==> src/rtl/core/ismu_pkg.sv <==
// ismu_pkg: shared types, codes and helpers for the ising metropolis spin update block
// used by ismu_wrap_reduce and ising_metropolis_spin_update; no dependencies
package ismu_pkg;

  localparam int COORD_W    = 8;
  localparam int DIM_W      = 9;
  localparam int THR_W      = 17;
  localparam int THR_WORD_W = 51;
  localparam int CHANCE_W   = 16;
  localparam int OP_W       = 2;
  localparam int CFG_IDX_W  = 3;
  localparam int CFG_DATA_W = 51;
  localparam int K_W        = 4;

  localparam int MAX_ROWS_DEF = 256;
  localparam int MAX_COLS_DEF = 256;

  localparam logic [DIM_W-1:0] DIM_RESET = 9'd256;

  localparam logic [OP_W-1:0] OP_LOAD   = 2'd0;
  localparam logic [OP_W-1:0] OP_UPDATE = 2'd1;
  localparam logic [OP_W-1:0] OP_READ   = 2'd2;

  localparam logic [CFG_IDX_W-1:0] REG_ROWS  = 3'd0;
  localparam logic [CFG_IDX_W-1:0] REG_COLS  = 3'd1;
  localparam logic [CFG_IDX_W-1:0] REG_THR_A = 3'd2;
  localparam logic [CFG_IDX_W-1:0] REG_THR_B = 3'd3;
  localparam logic [CFG_IDX_W-1:0] REG_THR_C = 3'd4;
  localparam logic [CFG_IDX_W-1:0] REG_THR_D = 3'd5;

  typedef struct packed {
    logic [OP_W-1:0]     opcode;
    logic [COORD_W-1:0]  row;
    logic [COORD_W-1:0]  col;
    logic                spin_value;
    logic [CHANCE_W-1:0] chance;
  } in_item_t;

  typedef struct packed {
    logic spin;
    logic flipped;
  } out_item_t;

  // request and response of the shared remainder unit
  typedef struct packed {
    logic               start;
    logic [COORD_W-1:0] value;
    logic [DIM_W-1:0]   modulus;
  } red_req_t;

  typedef struct packed {
    logic             done;
    logic [DIM_W-1:0] result;
  } red_rsp_t;

  // picks acceptance threshold k out of the four packed config words
  function automatic logic [THR_W-1:0] thr_pick(
    input logic [THR_WORD_W-1:0] word_a,
    input logic [THR_WORD_W-1:0] word_b,
    input logic [THR_WORD_W-1:0] word_c,
    input logic [THR_W-1:0]      word_d,
    input logic [K_W-1:0]        k
  );
    logic [THR_W-1:0] thr;
    unique case (k)
      4'd0:    thr = word_a[THR_W-1:0];
      4'd1:    thr = word_a[2*THR_W-1:THR_W];
      4'd2:    thr = word_a[3*THR_W-1:2*THR_W];
      4'd3:    thr = word_b[THR_W-1:0];
      4'd4:    thr = word_b[2*THR_W-1:THR_W];
      4'd5:    thr = word_b[3*THR_W-1:2*THR_W];
      4'd6:    thr = word_c[THR_W-1:0];
      4'd7:    thr = word_c[2*THR_W-1:THR_W];
      4'd8:    thr = word_c[3*THR_W-1:2*THR_W];
      default: thr = word_d;
    endcase
    return thr;
  endfunction

endpackage

==> src/rtl/core/ismu_wrap_reduce.sv <==
// ismu_wrap_reduce: bit-serial remainder of an 8-bit coordinate by the grid dimension
// one restoring compare/subtract step per cycle; depends on ismu_pkg
module ismu_wrap_reduce (
  input  logic               clk,
  input  logic               rst_n,
  input  ismu_pkg::red_req_t req,
  output ismu_pkg::red_rsp_t rsp
);

  localparam int REM_W = ismu_pkg::DIM_W + 1;
  localparam int CNT_W = $clog2(ismu_pkg::COORD_W);
  localparam logic [CNT_W-1:0] CNT_LAST = CNT_W'(ismu_pkg::COORD_W - 1);

  logic                        run_r;
  logic                        done_r;
  logic [CNT_W-1:0]            cnt_r;
  logic [ismu_pkg::COORD_W-1:0] val_r;
  logic [ismu_pkg::DIM_W-1:0]  mod_r;
  logic [ismu_pkg::DIM_W-1:0]  rem_r;
  logic [REM_W-1:0]            trial;
  logic [REM_W-1:0]            rem_nxt;

  // shift in the next dividend bit, subtract when it fits
  always_comb begin
    trial = {rem_r, val_r[ismu_pkg::COORD_W-1]};
    if (trial >= {1'b0, mod_r}) begin
      rem_nxt = trial - {1'b0, mod_r};
    end else begin
      rem_nxt = trial;
    end
  end

  always_ff @(posedge clk) begin
    if (!rst_n) begin
      run_r  <= 1'b0;
      done_r <= 1'b0;
      cnt_r  <= '0;
    end else begin
      done_r <= 1'b0;
      if (req.start) begin
        run_r <= 1'b1;
        cnt_r <= '0;
      end else if (run_r) begin
        cnt_r <= cnt_r + 1'b1;
        if (cnt_r == CNT_LAST) begin
          run_r  <= 1'b0;
          done_r <= 1'b1;
        end
      end
    end
  end

  always_ff @(posedge clk) begin
    if (req.start) begin
      val_r <= req.value;
      mod_r <= req.modulus;
      rem_r <= '0;
    end else if (run_r) begin
      val_r <= {val_r[ismu_pkg::COORD_W-2:0], 1'b0};
      rem_r <= rem_nxt[ismu_pkg::DIM_W-1:0];
    end
  end

  assign rsp.done   = done_r;
  assign rsp.result = rem_r;

endmodule

==> config.mk <==
export PLATFORM = sky130hd
export DESIGN_NAME = ismu_wrap_reduce
export DESIGN_NICKNAME = d
export VERILOG_FILES = /design/src/rtl/core/ismu_pkg.sv /design/src/rtl/core/ismu_wrap_reduce.sv
export SDC_FILE = /design/constraint.sdc
export NUM_CORES = 1
export LEC_CHECK = 0
export BUFFER_PORTS_ARGS = -buffer_cell sky130_fd_sc_hd__buf_2
export CORE_UTILIZATION = 59
export CTS_CLUSTER_DIAMETER = 50
export DETAILED_ROUTE_END_ITERATION = 8
export PLACE_DENSITY = 0.94
export SLEW_MARGIN = 10
export SYNTH_ARGS = -nofsm -noshare
export SYNTH_HDL_FRONTEND = slang
export SYNTH_SLANG_ARGS = --single-unit
==> constraint.sdc <==
create_clock -name clk -period 5.6 [get_ports clk]
set_clock_uncertainty 0.2 [all_clocks]
set_input_delay 0.56 -clock clk [delete_from_list [all_inputs] [get_ports clk]]
set_output_delay 0.56 -clock clk [all_outputs]
set_load 0.01 [all_outputs]
==> results of run 1 <==
-- how the worst min path moves through the flow --
stage                     startpoint                    end  slack, ns  depth (start not counted)
2_1_floorplan  cnt_r[1]$_SDFFE_PP0P_  cnt_r[1]$_SDFFE_PP0P_       0.26                          2
6_report                      req[3]     mod_r[3]$_DFFE_PP_       0.19                          1
3_3_place_gp   rem_r[8]$_SDFFE_PP0P_  rem_r[8]$_SDFFE_PP0P_       0.27                          2
5_1_grt                       req[6]     mod_r[6]$_DFFE_PP_       0.17                          1
3_5_place_dp   rem_r[8]$_SDFFE_PP0P_  rem_r[8]$_SDFFE_PP0P_       0.29                          2
4_1_cts                       req[0]     mod_r[0]$_DFFE_PP_       0.19                          1
-- sequential cells by signal, indices dropped and copies added (netlist names) --
| register | count |
|---|---|
| val_r | 8 |
| rem_r | 9 |
| mod_r | 9 |
| run_r | 1 |
| cnt_r | 3 |
| done_r | 1 |
-- worst max-delay path, cell delays in order, from the launching register on --
cell and delay (ns):
edfxtp_1 0.42, inv_1 0.08, ha_1 0.18, inv_1 0.06, fa_1 0.41, a211oi_2 0.30, o21ai_2 0.15, a31oi_4 0.41
mux2i_1 0.25, a211oi_1 0.09
-- routing by layer --
layer	wire length, µm	track usage, %
met3	175	7.03
met1	1350	29.2
met2	1480	35.6
met5	0	0
met4	44	8.21
-- cell type report --
cell class	count	area, µm²
clock buffer	5	37.5
clock inverter	3	38.8
fill	186	696
inverter	13	48.8
multi-input combinational	96	796
sequential	31	791
tap	30	37.5
timing repair buffer	29	145
-- placed cells by master (no fill, tap or decap), types with 2 or more instances in the layout --
master / n
clkbuf_4: 5
nand2_1: 7
edfxtp_1: 17
a32oi_1: 3
nor2_1: 10
dfxtp_1: 14
nor2b_1: 3
xor2_1: 3
mux2i_1: 5
buf_2: 29
ha_1: 11
o2111ai_1: 2
o21ai_0: 3
xnor2_1: 3
a21oi_1: 3
o31ai_1: 3
nand2b_1: 2
o311ai_0: 2
a211oi_1: 3
nand3_1: 4
mux2_2: 7
inv_1: 13
o211ai_1: 2
-- through the flow --
| step | std cells | worst slack, ns | hold slack [ns] | cell area [µm²] | util, % |
|---|---|---|---|---|---|
| 2_1_floorplan | 146 | 3.23 | 0.265 | 1680 | - |
| 3_3_place_gp | 199 | 3.09 | 0.274 | 1820 | 70.2 |
| 3_5_place_dp | 199 | 2.94 | 0.294 | 1820 | 70.2 |
| 4_1_cts | 207 | 2.93 | 0.188 | 1890 | 73.1 |
| 5_1_grt | 207 | 2.71 | 0.174 | 1890 | 73.1 |
| 6_report | 207 | 2.92 | 0.192 | 1890 | 73.1 |
-- report_power, final --
group	switching (W)	internal (W)
sequential	0.00000941	0.000256
combinational	0.0000488	0.0000396
clock	0.0000763	0.0000917
-- cell families after synthesis --
family / share of synthesized area (%)
AO/OA/AOI/OAI: 17.7
AND/OR/NAND/NOR: 9.55
flip-flops: 47.2
buffers and inverters: 5.37
multiplexers: 7.69
adder cells (fa/ha/maj): 9.40
XOR/XNOR: 3.13
==> flow_metrics.tcl, run 1 <==
set metrics [dict create \
    drive_above_1_share_pct 28.8 \
    antenna_cells 0 \
    syn2layout_area_growth_pct 13.0 \
    synth_common_cells "edfxtp_1, dfxtp_1, inv_1, ha_1, nor2_1" \
    finalCriticalPeriod_ns 2.68 \
    setup_viol 0 \
    grt_pass1_vias 1196 \
    r2r-start "val_r[7]$_DFFE_PP_" \
    hold_buffers 0 \
    synth_top_area_share_pct 30.4 \
    cts_made_buffers 5 \
    clkLatencyLatePin_ns 0.34 \
    post_cts_buffers 0 \
    synth_cell_types 45 \
    detail_route.wl_per_cell_um 14.7 \
    vias 1228 \
    synth_cells 146 \
    power_leakage_nw 0.837 \
    worstPathRequired_ns 5.61 \
    startpoint "val_r[7]$_DFFE_PP_" \
    synth_area_mm2 0.00168 \
    hold_class "primary input to flip-flop" \
    hpwlAfterDp_um 2380 \
    num_rows 18 \
    maxSlewViolCount 0 \
    critPathMaxFanout 13 \
    ir_worst_vdd_v 0.000280 \
    synthArstFlopShare_pct 0 \
    drc_errors 0 \
    ys.warnings.count 0 \
    cap_viol_max_count 0 \
    cts_max_path_buffers 2 \
    initial_core_util_pct 64.7 \
    synth_area_per_cell_um2 11.5 \
    cts_tree "yes" \
    grt_max_degree 26 \
    reg2reg_slack_ns 2.92 \
    post_cts_resized 0 \
    htreeDepth 2 \
    setup.worst_path.start_class "flip-flop" \
    gp_congestion 0.924 \
    finalPower_w 0.000522 \
    die_area_mm2 0.00306 \
    period_share_pct 47.8 \
    wl_um 3050 \
    dieWidth_um 55.3 \
    powerDensity_mw_per_mm2 276 \
    viasPerCell 5.93 \
    cp-endpoint "rem_r[1]$_SDFFE_PP0P_" \
    rsz0062_at_grt "false" \
    grt_usage_pct 22.6 \
    fmax_mhz 373 \
    slew-limit-headroom_pct 66.6 \
    clock-sinks 31 \
    fp.coreArea_mm2 0.00259 \
    synth_area_leaders "edfxtp_1, dfxtp_1, ha_1" \
    yosysMostFrequentCell "edfxtp_1" \
    grt_pass1_wl_um 5320 \
    dieHeight_um 55.3 \
    crit_arrival_ns 2.69 \
    r2r_cells 9 \
    fin_tns_setup_ns 0 \
    ys_ff_latch 31 \
    clockRootBuffer "clkbuf_4" \
    worstSetupPathType "flip-flop to flip-flop" \
    worstMarginPinSlew_ns 0.501 \
    ios 30 \
    drt_iter0_markers 38 \
    syn_nets 178 \
    final_nets 208 \
    path_clk_slew_ns 0.10 \
    antenna_left 0 \
    first_pass_iters 4 \
    outcome "finished clean" \
    crit_path_end_kind "flip-flop" \
    timing.rr.end "rem_r[1]$_SDFFE_PP0P_" \
    antenna_found_initial 0 \
    overflow 0 \
    synth_area_leader_cell "edfxtp_1" \
    synth_edf_count 17 \
    io_buffers 29 \
    hold_viol 0 \
    dominantRegCellSynth "edfxtp_1" \
    yosysSeqAreaShare_pct 47.2 \
]
Power figures use the tool's default switching activity.
==> run 2: changes to the inputs <==
--- a/config.mk
+++ b/config.mk
@@ -6,10 +6,10 @@
 export NUM_CORES = 1
 export LEC_CHECK = 0
 export BUFFER_PORTS_ARGS = -buffer_cell sky130_fd_sc_hd__buf_2
-export CORE_UTILIZATION = 59
+export CORE_UTILIZATION = 49
 export CTS_CLUSTER_DIAMETER = 50
 export DETAILED_ROUTE_END_ITERATION = 8
-export PLACE_DENSITY = 0.94
+export PLACE_DENSITY = 0.84
 export SLEW_MARGIN = 10
 export SYNTH_ARGS = -nofsm -noshare
 export SYNTH_HDL_FRONTEND = slang
==> constraint.sdc (replaced) <==
create_clock -name clk -period 2.3 [get_ports clk]
set_clock_uncertainty 0.2 [all_clocks]
set_input_delay 0.23 -clock clk [delete_from_list [all_inputs] [get_ports clk]]
set_output_delay 0.23 -clock clk [all_outputs]
set_load 0.01 [all_outputs]
==> run 2 against run 1 <==
Effect of this change: the flow now finishes with violations (setup timing); critical path depth grew 1; largest cell class unchanged; critical endpoint is now rem_r[3]$_SDFFE_PP0P_; wire length grew 27%; first-iteration DRC count grew 110%; total power grew to 2.6 times the previous value; hold slack gained 0.076 ns; final cell count grew 20%; via count grew 12%; final area grew 16%; clock power grew to 2.5 times the previous value; die area grew 20%; flip-flop and latch count is the same; fmax grew 11%.
==> flow_metrics.tcl, run 2 (same netlist as run 1, synthesis figures left out) <==
set metrics [dict create \
    placed_area_mm2 0.00188 \
    antenna_found_initial 0 \
    initial_core_util_pct 53.2 \
    crit_path_end_kind "flip-flop" \
    viasPerCell 5.56 \
    dieWidth_um 60.5 \
    layout_common_cells "buf_2, dlygate4sd3_1, edfxtp_1" \
    clock-sinks 31 \
    hold_class "flip-flop to flip-flop" \
    layout_commonest_cell "buf_2" \
    hold_viol 0 \
    power_leakage_nw 0.955 \
    first_pass_iters 5 \
    num_rows 20 \
    violations "setup timing" \
    cts_max_path_buffers 2 \
    dieHeight_um 60.5 \
    drt_iter0_markers 81 \
    antenna_cells 0 \
    setup_ws_ns -0.123 \
    fin_hold_ws_ns 0.268 \
    hpwlAfterDp_um 2650 \
    grt_pass1_wl_um 6070 \
    slew-limit-headroom_pct 64.0 \
    grt_usage_pct 23.5 \
    crit_arrival_ns 2.43 \
    ir_worst_vdd_v 0.000458 \
    path_clk_slew_ns 0.11 \
    worstMarginPinSlew_ns 0.538 \
    setup_viol 8 \
    htreeDepth 2 \
    cp_cell_sequence "inv_1, ha_2, inv_2, fa_2, a211oi_2, o21ai_2, a31oi_4, buf_12, mux2i_1, a211oi_1" \
    fmax_mhz 413 \
    worstPathRequired_ns 2.31 \
    gp_congestion 0.896 \
    cap_viol_max_count 0 \
    finalCriticalPeriod_ns 2.42 \
    worstSetupPathType "flip-flop to flip-flop" \
    critPathMaxStageDelay_ns 0.39 \
    drive_above_1_share_pct 31.4 \
    grt_pass1_vias 1388 \
    cts_tree "yes" \
    drc_errors 0 \
    setup.worst_path.start_class "flip-flop" \
    clockRootBuffer "clkbuf_4" \
    fp.coreArea_mm2 0.00315 \
    slowest_stage "edfxtp_1" \
    wl_um 3880 \
    top_regs "mod_r: 9 flops, rem_r: 9 flops, val_r: 8 flops" \
    outcome "finished with violations" \
    final_util_pct 69.5 \
    postLayoutCellArea_mm2 0.00219 \
    final_nets 235 \
    maxSlewViolCount 0 \
    detail_route.wl_per_cell_um 15.6 \
    critPathMaxFanout 5 \
    grt_max_degree 18 \
    rsz0062_at_grt "true" \
    overflow 0 \
    vias 1380 \
    cts_made_buffers 5 \
    ios 30 \
    powerDensity_mw_per_mm2 617 \
    clkLatencyLatePin_ns 0.34 \
    die_area_mm2 0.00366 \
    antenna_left 0 \
    syn2layout_area_growth_pct 30.7 \
    period_share_pct 105 \
    io_buffers 29 \
]
## run 2: per-stage QoR
stage	setup TNS, ns	setup WS (ns)	instances	total power, W
after floorplan	0	0.000684	146	0.000816
after global placement	0	0.0221	219	0.000878
after detailed placement	-0.760	-0.158	219	0.000896
after CTS	-0.386	-0.0906	247	0.00134
after global routing	-1.35	-0.209	248	0.00140
final	-0.529	-0.123	248	0.00135
## run 2: final timing paths
path | startpoint | endpoint | slack (ns) | cells after the start
setup / recovery | val_r[7]$_DFFE_PP_ | rem_r[3]$_SDFFE_PP0P_ | -0.12 | 10
hold / removal | rem_r[8]$_SDFFE_PP0P_ | rem_r[8]$_SDFFE_PP0P_ | 0.27 | 2
setup reg to reg | val_r[7]$_DFFE_PP_ | rem_r[3]$_SDFFE_PP0P_ | -0.12 | 10
hold reg to reg | rem_r[8]$_SDFFE_PP0P_ | rem_r[8]$_SDFFE_PP0P_ | 0.27 | 2
## run 2: critical path, delay by kind of cell, from the launching register on
family / cells / cell delay, ns
flops: 1 / 0.39
mux: 1 / 0.19
compound gates: 4 / 0.71
fa+ha+maj: 2 / 0.53
buf+inv: 3 / 0.26
## run 2: power by group
part	total [W]	internal, W	switching, W
registers	0.000648	0.000625	0.0000234
logic	0.000279	0.000139	0.000140
clock network	0.000424	0.000223	0.000201
total	0.00135	0.000987	0.000364
## run 2: routing by layer
metal | track usage, % | vias to the layer above | routed length, µm
met3 | 6.82 | 14 | 229
met5 | 0 | - | 0
li1 | - | 650 | -
met4 | 9.74 | 0 | 78
met1 | 25.4 | 668 | 1500
met2 | 42.9 | 48 | 2070
## run 2: what timing repair did
| action | 4_1_cts | 5_1_grt |
|---|---|---|
| endpoints found under the setup margin | 8 | 9 |
| hold endpoints to repair | 19 | 1 |
| gates resized for setup | 3 | 3 |
| buffers inserted | 2 | 1 |
| hold buffers | 18 | 1 |
| pin swaps | 6 | 5 |
## run 2: layout make-up
type	instances	area (µm²)
Fill cell	235	962
Multi-Input combinational cell	96	808
Sequential cell	31	791
Timing Repair Buffer	56	412
Tap cell	44	55.1
Inverter	13	48.8
Clock inverter	3	38.8
Clock buffer	5	37.5
